File: src/hdl/modular_inverse_ext_euclid_core_defines.svh
// ---------------------------------------------------------------------------
// modular inverse core - assertion macros
// Concurrent assertion wrappers, used by the core's datapath.
// ---------------------------------------------------------------------------
`ifndef MODULAR_INVERSE_EXT_EUCLID_CORE_DEFINES_SVH
`define MODULAR_INVERSE_EXT_EUCLID_CORE_DEFINES_SVH

// clocked assertion, disabled while reset is asserted
`define MIE_ASSERT(lbl, prop, msg) \
  lbl: assert property (@(posedge clk_i) disable iff (!rst_ni) (prop)) else $error(msg);

// clocked assertion that also holds through reset
`define MIE_ASSERT_ALWAYS(lbl, prop, msg) \
  lbl: assert property (@(posedge clk_i) (prop)) else $error(msg);

`endif

File: src/hdl/mie_pkg.sv
// ---------------------------------------------------------------------------
// mie_pkg
// Microcode types, control word layout and the sequencer program.
// ---------------------------------------------------------------------------
`default_nettype none

package mie_pkg;

  // program counter width, the program has eight steps
  localparam int unsigned PC_W = 3;

  // modulus after reset
  localparam logic [63:0] MOD_RESET = 64'd1000000007;

  // datapath operations
  typedef enum logic [2:0] {
    OP_LOAD     = 3'd0,
    OP_NOP      = 3'd1,
    OP_DIV_INIT = 3'd2,
    OP_DIV_STEP = 3'd3,
    OP_UPDATE   = 3'd4,
    OP_FOLD_NEG = 3'd5,
    OP_FOLD_HI  = 3'd6,
    OP_EMIT     = 3'd7
  } op_e;

  // jump conditions
  typedef enum logic [2:0] {
    COND_NEVER    = 3'd0,
    COND_NO_REQ   = 3'd1,
    COND_B_ZERO   = 3'd2,
    COND_DIV_MORE = 3'd3,
    COND_OUT_FULL = 3'd4,
    COND_ALWAYS   = 3'd5
  } cond_e;

  // one control word
  typedef struct packed {
    op_e             op;
    cond_e           cond;
    logic [PC_W-1:0] target;
  } ctrl_t;

  // datapath flags seen by the sequencer
  typedef struct packed {
    logic req;
    logic b_zero;
    logic div_more;
    logic out_full;
  } status_t;

  // program addresses
  localparam logic [PC_W-1:0] PC_WAIT   = 3'd0;
  localparam logic [PC_W-1:0] PC_TEST   = 3'd1;
  localparam logic [PC_W-1:0] PC_INIT   = 3'd2;
  localparam logic [PC_W-1:0] PC_DIV    = 3'd3;
  localparam logic [PC_W-1:0] PC_UPDATE = 3'd4;
  localparam logic [PC_W-1:0] PC_FNEG   = 3'd5;
  localparam logic [PC_W-1:0] PC_FHI    = 3'd6;
  localparam logic [PC_W-1:0] PC_EMIT   = 3'd7;

  // microcode rom; a step that does not jump falls through to pc + 1,
  // and the emit step falls through to the wait step by wrap-around
  function automatic ctrl_t ucode(input logic [PC_W-1:0] pc);
    ctrl_t w;
    unique case (pc)
      PC_WAIT:   w = '{op: OP_LOAD,     cond: COND_NO_REQ,   target: PC_WAIT};
      PC_TEST:   w = '{op: OP_NOP,      cond: COND_B_ZERO,   target: PC_FNEG};
      PC_INIT:   w = '{op: OP_DIV_INIT, cond: COND_NEVER,    target: PC_WAIT};
      PC_DIV:    w = '{op: OP_DIV_STEP, cond: COND_DIV_MORE, target: PC_DIV};
      PC_UPDATE: w = '{op: OP_UPDATE,   cond: COND_ALWAYS,   target: PC_TEST};
      PC_FNEG:   w = '{op: OP_FOLD_NEG, cond: COND_NEVER,    target: PC_WAIT};
      PC_FHI:    w = '{op: OP_FOLD_HI,  cond: COND_NEVER,    target: PC_WAIT};
      PC_EMIT:   w = '{op: OP_EMIT,     cond: COND_OUT_FULL, target: PC_EMIT};
      default:   w = '{op: OP_LOAD,     cond: COND_NO_REQ,   target: PC_WAIT};
    endcase
    return w;
  endfunction

endpackage

`default_nettype wire

File: src/hdl/mie_sequencer.sv
// ---------------------------------------------------------------------------
// mie_sequencer
// Step counter over the microcode rom with conditional jumps.
// ---------------------------------------------------------------------------
`default_nettype none

module mie_sequencer (
  input  wire logic             clk_i,
  input  wire logic             rst_ni,
  input  wire mie_pkg::status_t status_i,
  output mie_pkg::ctrl_t        ctrl_o
);
  import mie_pkg::*;

  logic [PC_W-1:0] pc_q, pc_d;
  ctrl_t           word;
  logic            take;

  // fetch the current control word
  assign word   = ucode(pc_q);
  assign ctrl_o = word;

  // evaluate the jump condition
  always_comb begin
    unique case (word.cond)
      COND_NEVER:    take = 1'b0;
      COND_NO_REQ:   take = !status_i.req;
      COND_B_ZERO:   take = status_i.b_zero;
      COND_DIV_MORE: take = status_i.div_more;
      COND_OUT_FULL: take = status_i.out_full;
      COND_ALWAYS:   take = 1'b1;
      default:       take = 1'b0;
    endcase
  end

  // next step
  assign pc_d = take ? word.target : pc_q + PC_W'(1);

  always_ff @(posedge clk_i or negedge rst_ni) begin
    if (!rst_ni) begin
      pc_q <= PC_WAIT;
    end else begin
      pc_q <= pc_d;
    end
  end

endmodule

`default_nettype wire

File: src/hdl/mie_datapath.sv
// ---------------------------------------------------------------------------
// mie_datapath
// Remainder and coefficient registers, bit-serial divider, fold and output.
// ---------------------------------------------------------------------------
`default_nettype none
`include "modular_inverse_ext_euclid_core_defines.svh"

module mie_datapath #(
  parameter int unsigned DATA_WIDTH = 31
) (
  input  wire logic                  clk_i,
  input  wire logic                  rst_ni,
  input  wire mie_pkg::ctrl_t        ctrl_i,
  output mie_pkg::status_t           status_o,
  input  wire logic                  in_valid_i,
  input  wire logic [DATA_WIDTH-1:0] value_i,
  input  wire logic                  cfg_we_i,
  input  wire logic [DATA_WIDTH-1:0] cfg_data_i,
  input  wire logic                  out_stall_i,
  output logic                       out_valid_o,
  output logic [DATA_WIDTH-1:0]      inverse_o,
  output logic [DATA_WIDTH-1:0]      gcd_o
);
  import mie_pkg::*;

  // coefficients stay within plus or minus the modulus, two guard bits
  localparam int unsigned CW    = DATA_WIDTH + 2;
  localparam int unsigned CNT_W = $clog2(DATA_WIDTH);

  logic [DATA_WIDTH-1:0]   modulus_q;
  logic [DATA_WIDTH-1:0]   a_q, a_d, b_q, b_d;
  logic signed [CW-1:0]    u_q, u_d, v_q, v_d;
  logic [DATA_WIDTH-1:0]   dq_q, dq_d;
  logic [DATA_WIDTH-1:0]   rem_q, rem_d;
  logic signed [CW-1:0]    acc_q, acc_d;
  logic [CNT_W-1:0]        cnt_q, cnt_d;
  logic                    out_valid_q, out_valid_d;
  logic [DATA_WIDTH-1:0]   inv_q, gcd_q;
  logic                    out_full;
  logic                    emit_load;
  logic [DATA_WIDTH:0]     rem_sh;
  logic                    q_bit;
  logic signed [CW-1:0]    mod_ext;

  assign mod_ext   = signed'({{(CW-DATA_WIDTH){1'b0}}, modulus_q});
  assign out_full  = out_valid_q && out_stall_i;
  assign emit_load = (ctrl_i.op == OP_EMIT) && !out_full;

  // restoring divider step: shift in the next dividend bit
  assign rem_sh = {rem_q, dq_q[DATA_WIDTH-1]};
  assign q_bit  = rem_sh >= {1'b0, b_q};

  // status toward the sequencer
  assign status_o = '{req:      in_valid_i,
                      b_zero:   (b_q == '0),
                      div_more: (cnt_q != '0),
                      out_full: out_full};

  // configuration register
  always_ff @(posedge clk_i or negedge rst_ni) begin
    if (!rst_ni) begin
      modulus_q <= DATA_WIDTH'(MOD_RESET);
    end else if (cfg_we_i) begin
      modulus_q <= cfg_data_i;
    end
  end

  // datapath operations
  always_comb begin
    a_d   = a_q;
    b_d   = b_q;
    u_d   = u_q;
    v_d   = v_q;
    dq_d  = dq_q;
    rem_d = rem_q;
    acc_d = acc_q;
    cnt_d = cnt_q;
    unique case (ctrl_i.op)
      OP_LOAD: begin
        if (in_valid_i) begin
          a_d = value_i;
          b_d = modulus_q;
          u_d = CW'(1);
          v_d = '0;
        end
      end
      OP_DIV_INIT: begin
        dq_d  = a_q;
        rem_d = '0;
        acc_d = '0;
        cnt_d = CNT_W'(DATA_WIDTH - 1);
      end
      OP_DIV_STEP: begin
        // quotient bits come msb first, so q*v builds up by shift and add
        rem_d = q_bit ? DATA_WIDTH'(rem_sh - {1'b0, b_q}) : rem_sh[DATA_WIDTH-1:0];
        dq_d  = {dq_q[DATA_WIDTH-2:0], 1'b0};
        acc_d = (acc_q <<< 1) + (q_bit ? v_q : '0);
        cnt_d = cnt_q - CNT_W'(1);
      end
      OP_UPDATE: begin
        a_d = b_q;
        b_d = rem_q;
        u_d = v_q;
        v_d = u_q - acc_q;
      end
      OP_FOLD_NEG: begin
        // zero modulus gives a zero inverse
        if (modulus_q == '0) begin
          u_d = '0;
        end else if (u_q[CW-1]) begin
          u_d = u_q + mod_ext;
        end
      end
      OP_FOLD_HI: begin
        if (u_q >= mod_ext) begin
          u_d = u_q - mod_ext;
        end
      end
      OP_NOP, OP_EMIT: begin
      end
      default: begin
      end
    endcase
  end

  always_ff @(posedge clk_i) begin
    a_q   <= a_d;
    b_q   <= b_d;
    u_q   <= u_d;
    v_q   <= v_d;
    dq_q  <= dq_d;
    rem_q <= rem_d;
    acc_q <= acc_d;
    cnt_q <= cnt_d;
  end

  // output register, refilled when the previous result has left
  always_comb begin
    out_valid_d = out_valid_q;
    if (emit_load) begin
      out_valid_d = 1'b1;
    end else if (!out_stall_i) begin
      out_valid_d = 1'b0;
    end
  end

  always_ff @(posedge clk_i or negedge rst_ni) begin
    if (!rst_ni) begin
      out_valid_q <= 1'b0;
    end else begin
      out_valid_q <= out_valid_d;
    end
  end

  always_ff @(posedge clk_i) begin
    if (emit_load) begin
      inv_q <= u_q[DATA_WIDTH-1:0];
      gcd_q <= a_q;
    end
  end

  assign out_valid_o = out_valid_q;
  assign inverse_o   = inv_q;
  assign gcd_o       = gcd_q;

  // partial remainder of the divider stays below the divisor
  `MIE_ASSERT(a_rem_below_div, (ctrl_i.op == OP_DIV_STEP) |-> (rem_q < b_q), "divider remainder not below divisor")
  // folding starts only once the remainder sequence has ended
  `MIE_ASSERT(a_fold_after_end, (ctrl_i.op == OP_FOLD_NEG) |-> (b_q == '0), "fold entered with nonzero remainder")
  // a result taken with no new one behind it empties the output register
  `MIE_ASSERT(a_out_drain, (out_valid_q && !out_stall_i && !emit_load) |=> !out_valid_q, "output register did not drain")

endmodule

`default_nettype wire

File: src/hdl/modular_inverse_ext_euclid_core.sv
// ---------------------------------------------------------------------------
// modular_inverse_ext_euclid_core
// Modular inverse and gcd by the extended Euclidean algorithm.
// ---------------------------------------------------------------------------
// Usage:
//   Input channel: value_i with in_valid_i; a request is taken when
//   in_valid_i is high and in_stall_o is low. in_stall_o is low only while
//   the sequencer sits in its wait step.
//   Output channel: inverse_o and gcd_o with out_valid_o; a result leaves
//   when out_valid_o is high and out_stall_i is low.
//   Configuration: cfg_we_i writes cfg_data_i into the modulus register;
//   write only while no request is in flight.
// Run: from accept to result the core performs K Euclid steps (about 46
//   at most for 31-bit operands). Each step is a test, a divider setup,
//   a bit-serial restoring divide over DATA_WIDTH quotient bits and a
//   register update; the divider loop takes most of the run. A fold of
//   the coefficient into range and the emit step follow the last step.
// Requests: one request in flight at a time, so the next request is taken
//   only once the previous run has left its emit step; results drain freely.
// Stall: a finished result waits in the output register; the next request
//   is accepted meanwhile and its run holds in the emit step until the
//   register frees up.
// Reset: sequencer returns to the wait step, output register empties and
//   the modulus returns to 1000000007.
// ---------------------------------------------------------------------------
`default_nettype none

module modular_inverse_ext_euclid_core #(
  parameter int unsigned DATA_WIDTH = 31
) (
  input  wire logic                  clk_i,
  input  wire logic                  rst_ni,
  input  wire logic                  in_valid_i,
  output logic                       in_stall_o,
  input  wire logic [DATA_WIDTH-1:0] value_i,
  input  wire logic                  cfg_we_i,
  input  wire logic [DATA_WIDTH-1:0] cfg_data_i,
  output logic                       out_valid_o,
  input  wire logic                  out_stall_i,
  output logic [DATA_WIDTH-1:0]      inverse_o,
  output logic [DATA_WIDTH-1:0]      gcd_o
);
  import mie_pkg::*;

  ctrl_t   ctrl;
  status_t status;

  // program sequencer
  mie_sequencer u_seq (
    .clk_i    (clk_i),
    .rst_ni   (rst_ni),
    .status_i (status),
    .ctrl_o   (ctrl)
  );

  // arithmetic datapath
  mie_datapath #(
    .DATA_WIDTH (DATA_WIDTH)
  ) u_dp (
    .clk_i       (clk_i),
    .rst_ni      (rst_ni),
    .ctrl_i      (ctrl),
    .status_o    (status),
    .in_valid_i  (in_valid_i),
    .value_i     (value_i),
    .cfg_we_i    (cfg_we_i),
    .cfg_data_i  (cfg_data_i),
    .out_stall_i (out_stall_i),
    .out_valid_o (out_valid_o),
    .inverse_o   (inverse_o),
    .gcd_o       (gcd_o)
  );

  // requests are taken only in the wait step
  assign in_stall_o = (ctrl.op != OP_LOAD);

endmodule

`default_nettype wire

File: config.mk
export PLATFORM = sky130hd
export DESIGN_NAME = modular_inverse_ext_euclid_core
export DESIGN_NICKNAME = d
export VERILOG_FILES = /design/src/hdl/mie_pkg.sv /design/src/hdl/mie_sequencer.sv /design/src/hdl/mie_datapath.sv /design/src/hdl/modular_inverse_ext_euclid_core.sv
export VERILOG_INCLUDE_DIRS = /design/src /design/src/hdl
export SDC_FILE = /design/constraint.sdc
export NUM_CORES = 1
export LEC_CHECK = 0
export ABC_AREA = 1
export BUFFER_PORTS_ARGS = -buffer_cell sky130_fd_sc_hd__buf_4
export CORE_ASPECT_RATIO = 0.9
export CORE_MARGIN = 2
export CORE_UTILIZATION = 45
export DETAILED_ROUTE_END_ITERATION = 7
export REMOVE_ABC_BUFFERS = 1
export SLEW_MARGIN = 30
export SYNTH_ARGS = -nofsm -noshare
export SYNTH_HDL_FRONTEND = slang
export SYNTH_HIERARCHICAL = 1
export SYNTH_SLANG_ARGS = --single-unit
File: constraint.sdc
create_clock -name clk_i -period 10.95 [get_ports clk_i]
set_input_delay 0.5475 -clock clk_i [delete_from_list [all_inputs] [get_ports clk_i]]
set_output_delay 0.5475 -clock clk_i [all_outputs]
set_load 0.02 [all_outputs]
==> results by group <==
Layout
  – Layout cells sized above 1: 8.35%
  – # diodes: 0
  – Area grow syn2layout: 12.4%
  – Nets: 3387
  – Multi-input combinational cell area: 11800 µm²
  – Register Area: 9600 µm²
  – Layout fillers: 5068

Detailed routing
  – Total length of routed wires: 81900 µm
  – Post-route ant nets: 0
  – Via count: 21653
  – DR DRC count: 0
  – Iteration-0 DRC count of the detailed router: 1863
  – Routed WL per cell: 21.2 µm
  – First drt pass iteration count: 6
  – Vias per Instance: 5.60

Yosys
  – Syn. warnings: 6
  – Syn_area_per_cell: 7.62 µm²
  – Synth Cell Area: 23100 µm²
  – Synthesized instance count: 3033

Worst setup path
  – Slowest CP cell: o211ai_1
  – Setup Crit Path Kind: reg -> reg
  – Crit Path Max Fanout: 60
  – Setup crit start kind: flip-flop
  – Worst Path Arrival: 5.44 ns
  – CP dominant cell by count: nand2_1
  – CP peak stage delay: 0.52 ns
  – CP Data Required Time: 11.28 ns
  – Setup slack, reg-to-reg: 5.84 ns
  – WP buf/inv: 2
  – CP top delay family: simple AND/OR/NAND/NOR gates
  – CP cell instances: ha_1 -> fa_1 -> inv_1 -> nand2_1 -> nand2_1 -> nand3_1 -> nand2_2 -> nand2_1 -> nand3_2 -> nand2_2 -> nand2_4 -> inv_2 -> nor2_1 -> ha_1 -> fa_1 -> nand2_1 -> nand3_1 -> o21ai_1 -> o211ai_1 -> nand3_1 -> nand2_1 -> a21oi_1 -> o21a_1
  – Worst Setup End Kind: flip-flop

Pwr
  – Worst VDD drop: 0.266 mV
  – PwrDens: 358 nW/µm²
  – Leak Pwr: 11.6 nW

Timing
  – Post-Route Setup TNS: 0 ns
  – Max Transition Viols Final: 0
  – Worst slew pin tran: 0.927 ns
  – Clock Skew: 0.0254 ns
  – Slew HR: 38.2%
  – RSZ-0062 raised after global routing: false
  – Max Clock Freq: 0.196 GHz
  – Final setup vio count: 0
  – WHS: 0.179 ns
  – Final worst-path cycle share: 46.7%
  – Minimum clock period after layout: 5.11 ns
  – Final Hold Viols: 0

Job
  – Max_cap viols: 0

Clock tree
  – Clk_lat worst skew: 0.59 ns
  – Clock root cell: clkbuf_16
  – H-tree levels: 2
  – CTS sink cnt: 325
  – CTS tree: done
  – CTS Buffer Depth: 3
  – Total CTS buffers: 39
  – Post-CTS sizing: 0
  – Clock transition at path regs: 0.06 ns

Global route
  – Initial antenna violation count: 0
  – Largest net degree at the start of global routing: 64
  – Gr ovfl total: 0
  – Gr usage total: 30.2%
  – First-pass GRT wire length: 122000 µm
  – Vias in the first global route: 21309

Placement
  – HPWL after detailed placement: 64600 µm
  – Gpl congestion: 0.978
  – Port bufs: 130

Die
  – IO Count: 131
  – Die span in x: 243 µm
  – Row cnt: 78
  – Initial core utilization: 45.7%
  – Die area: 53200 µm²
  – Placeable Area: 50600 µm²
  – Die Ht: 219 µm

Run status
  – Outcome: finished clean

Worst hold path
  – Min-delay worst type: in -> reg
-- worst paths after layout --
kind                               startpoint                 end  cells past startpoint
worst max-delay path              u_dp/b_q[0]      u_dp/acc_q[21]                     23
worst min-delay path            cfg_data_i[1]   u_dp/modulus_q[1]                      3
worst max register to register    u_dp/b_q[0]      u_dp/acc_q[21]                     23
worst min register to register    u_dp/a_q[6]       u_dp/gcd_o[6]                      0
max in group asynchronous              rst_ni   u_dp/modulus_q[1]                      2
min in group asynchronous              rst_ni  u_dp/modulus_q[30]                      2
-- layer usage --
layer,track usage [%],vias to the layer above,part of all wire [%]
met5,0,-,0
met3,3.86,193,6.1
met1,38.3,10150,42
li1,-,10477,-
met4,15.9,0,5.4
met2,50.8,833,46
-- worst register-to-register path, stage by stage (launching register included) --
cell      delay, ns
edfxtp_1       0.43
ha_1           0.28
fa_1           0.42
inv_1          0.07
nand2_1        0.04
nand2_1        0.08
nand3_1        0.08
nand2_2        0.11
nand2_1        0.09
nand3_2        0.11
nand2_2        0.07
nand2_4        0.47
inv_2          0.52
nor2_1         0.22
ha_1           0.27
fa_1           0.24
nand2_1        0.08
nand3_1        0.07
o21ai_1        0.12
o211ai_1       0.52
nand3_1        0.17
nand2_1        0.16
a21oi_1        0.09
o21a_1         0.13
-- registers in the layout, summed over array words and instances, names as in the netlist, 3 cells and up --
| name | flops |
|---|---|
| u_dp/acc_q | 33 |
| u_dp/u_q | 33 |
| u_dp/v_q | 33 |
| u_dp/a_q | 31 |
| u_dp/b_q | 31 |
| u_dp/dq_q | 31 |
| u_dp/gcd_o | 31 |
| u_dp/inverse_o | 31 |
| u_dp/modulus_q | 31 |
| u_dp/rem_q | 31 |
| u_dp/cnt_q | 5 |
| u_seq/pc_q | 3 |
-- cell usage in the layout, fill, tap and decap left out, drive strengths merged, types with 17 or more instances in the layout --
| master | count |
|---|---|
| a21o | 25 |
| edfxtp | 290 |
| nor2 | 312 |
| nor3 | 36 |
| clkbuf | 48 |
| o21bai | 17 |
| nand3 | 209 |
| nand4 | 33 |
| buf | 143 |
| nand2 | 801 |
| inv | 389 |
| clkinv | 17 |
| o21ai | 271 |
| dfrtp | 19 |
| a21oi | 264 |
| nor4 | 22 |
| ha | 162 |
-- timing repair --
item                                   in CTS  in global routing
setup endpoints to repair                   0                  0
buffers inserted                            0                  0
endpoints found under the hold margin      19                  0
hold buffers                                1                  0
-- cell type report --
class | instances | area share (%)
Multi-Input combinational cell | 2259 | 45.4
Sequential cell | 325 | 37.0
Inverter | 384 | 5.55
Timing Repair Buffer | 144 | 4.26
Clock buffer | 48 | 3.92
Tap cell | 680 | 3.27
Clock inverter | 24 | 0.660
-- stage by stage --
stage	util, %	instances	power (W)	area [µm²]	setup slack, ns
2_1_floorplan	-	2968	0.00617	22800	2.40
3_3_place_gp	49.0	3790	0.00791	24800	6.03
3_5_place_dp	49.0	3790	0.00795	24800	5.92
4_1_cts	51.4	3863	0.00923	26000	5.87
5_1_grt	51.4	3864	0.0100	26000	5.37
6_report	51.4	3864	0.00930	26000	5.84
-- where the power goes --
| group | total, W | switching [W] | internal [W] |
|---|---|---|---|
| Clock | 0.00124 | 0.000560 | 0.000676 |
| Sequential | 0.00246 | 0.000395 | 0.00207 |
| Combinational | 0.00560 | 0.00397 | 0.00163 |
(Power assumes the default switching activity.)
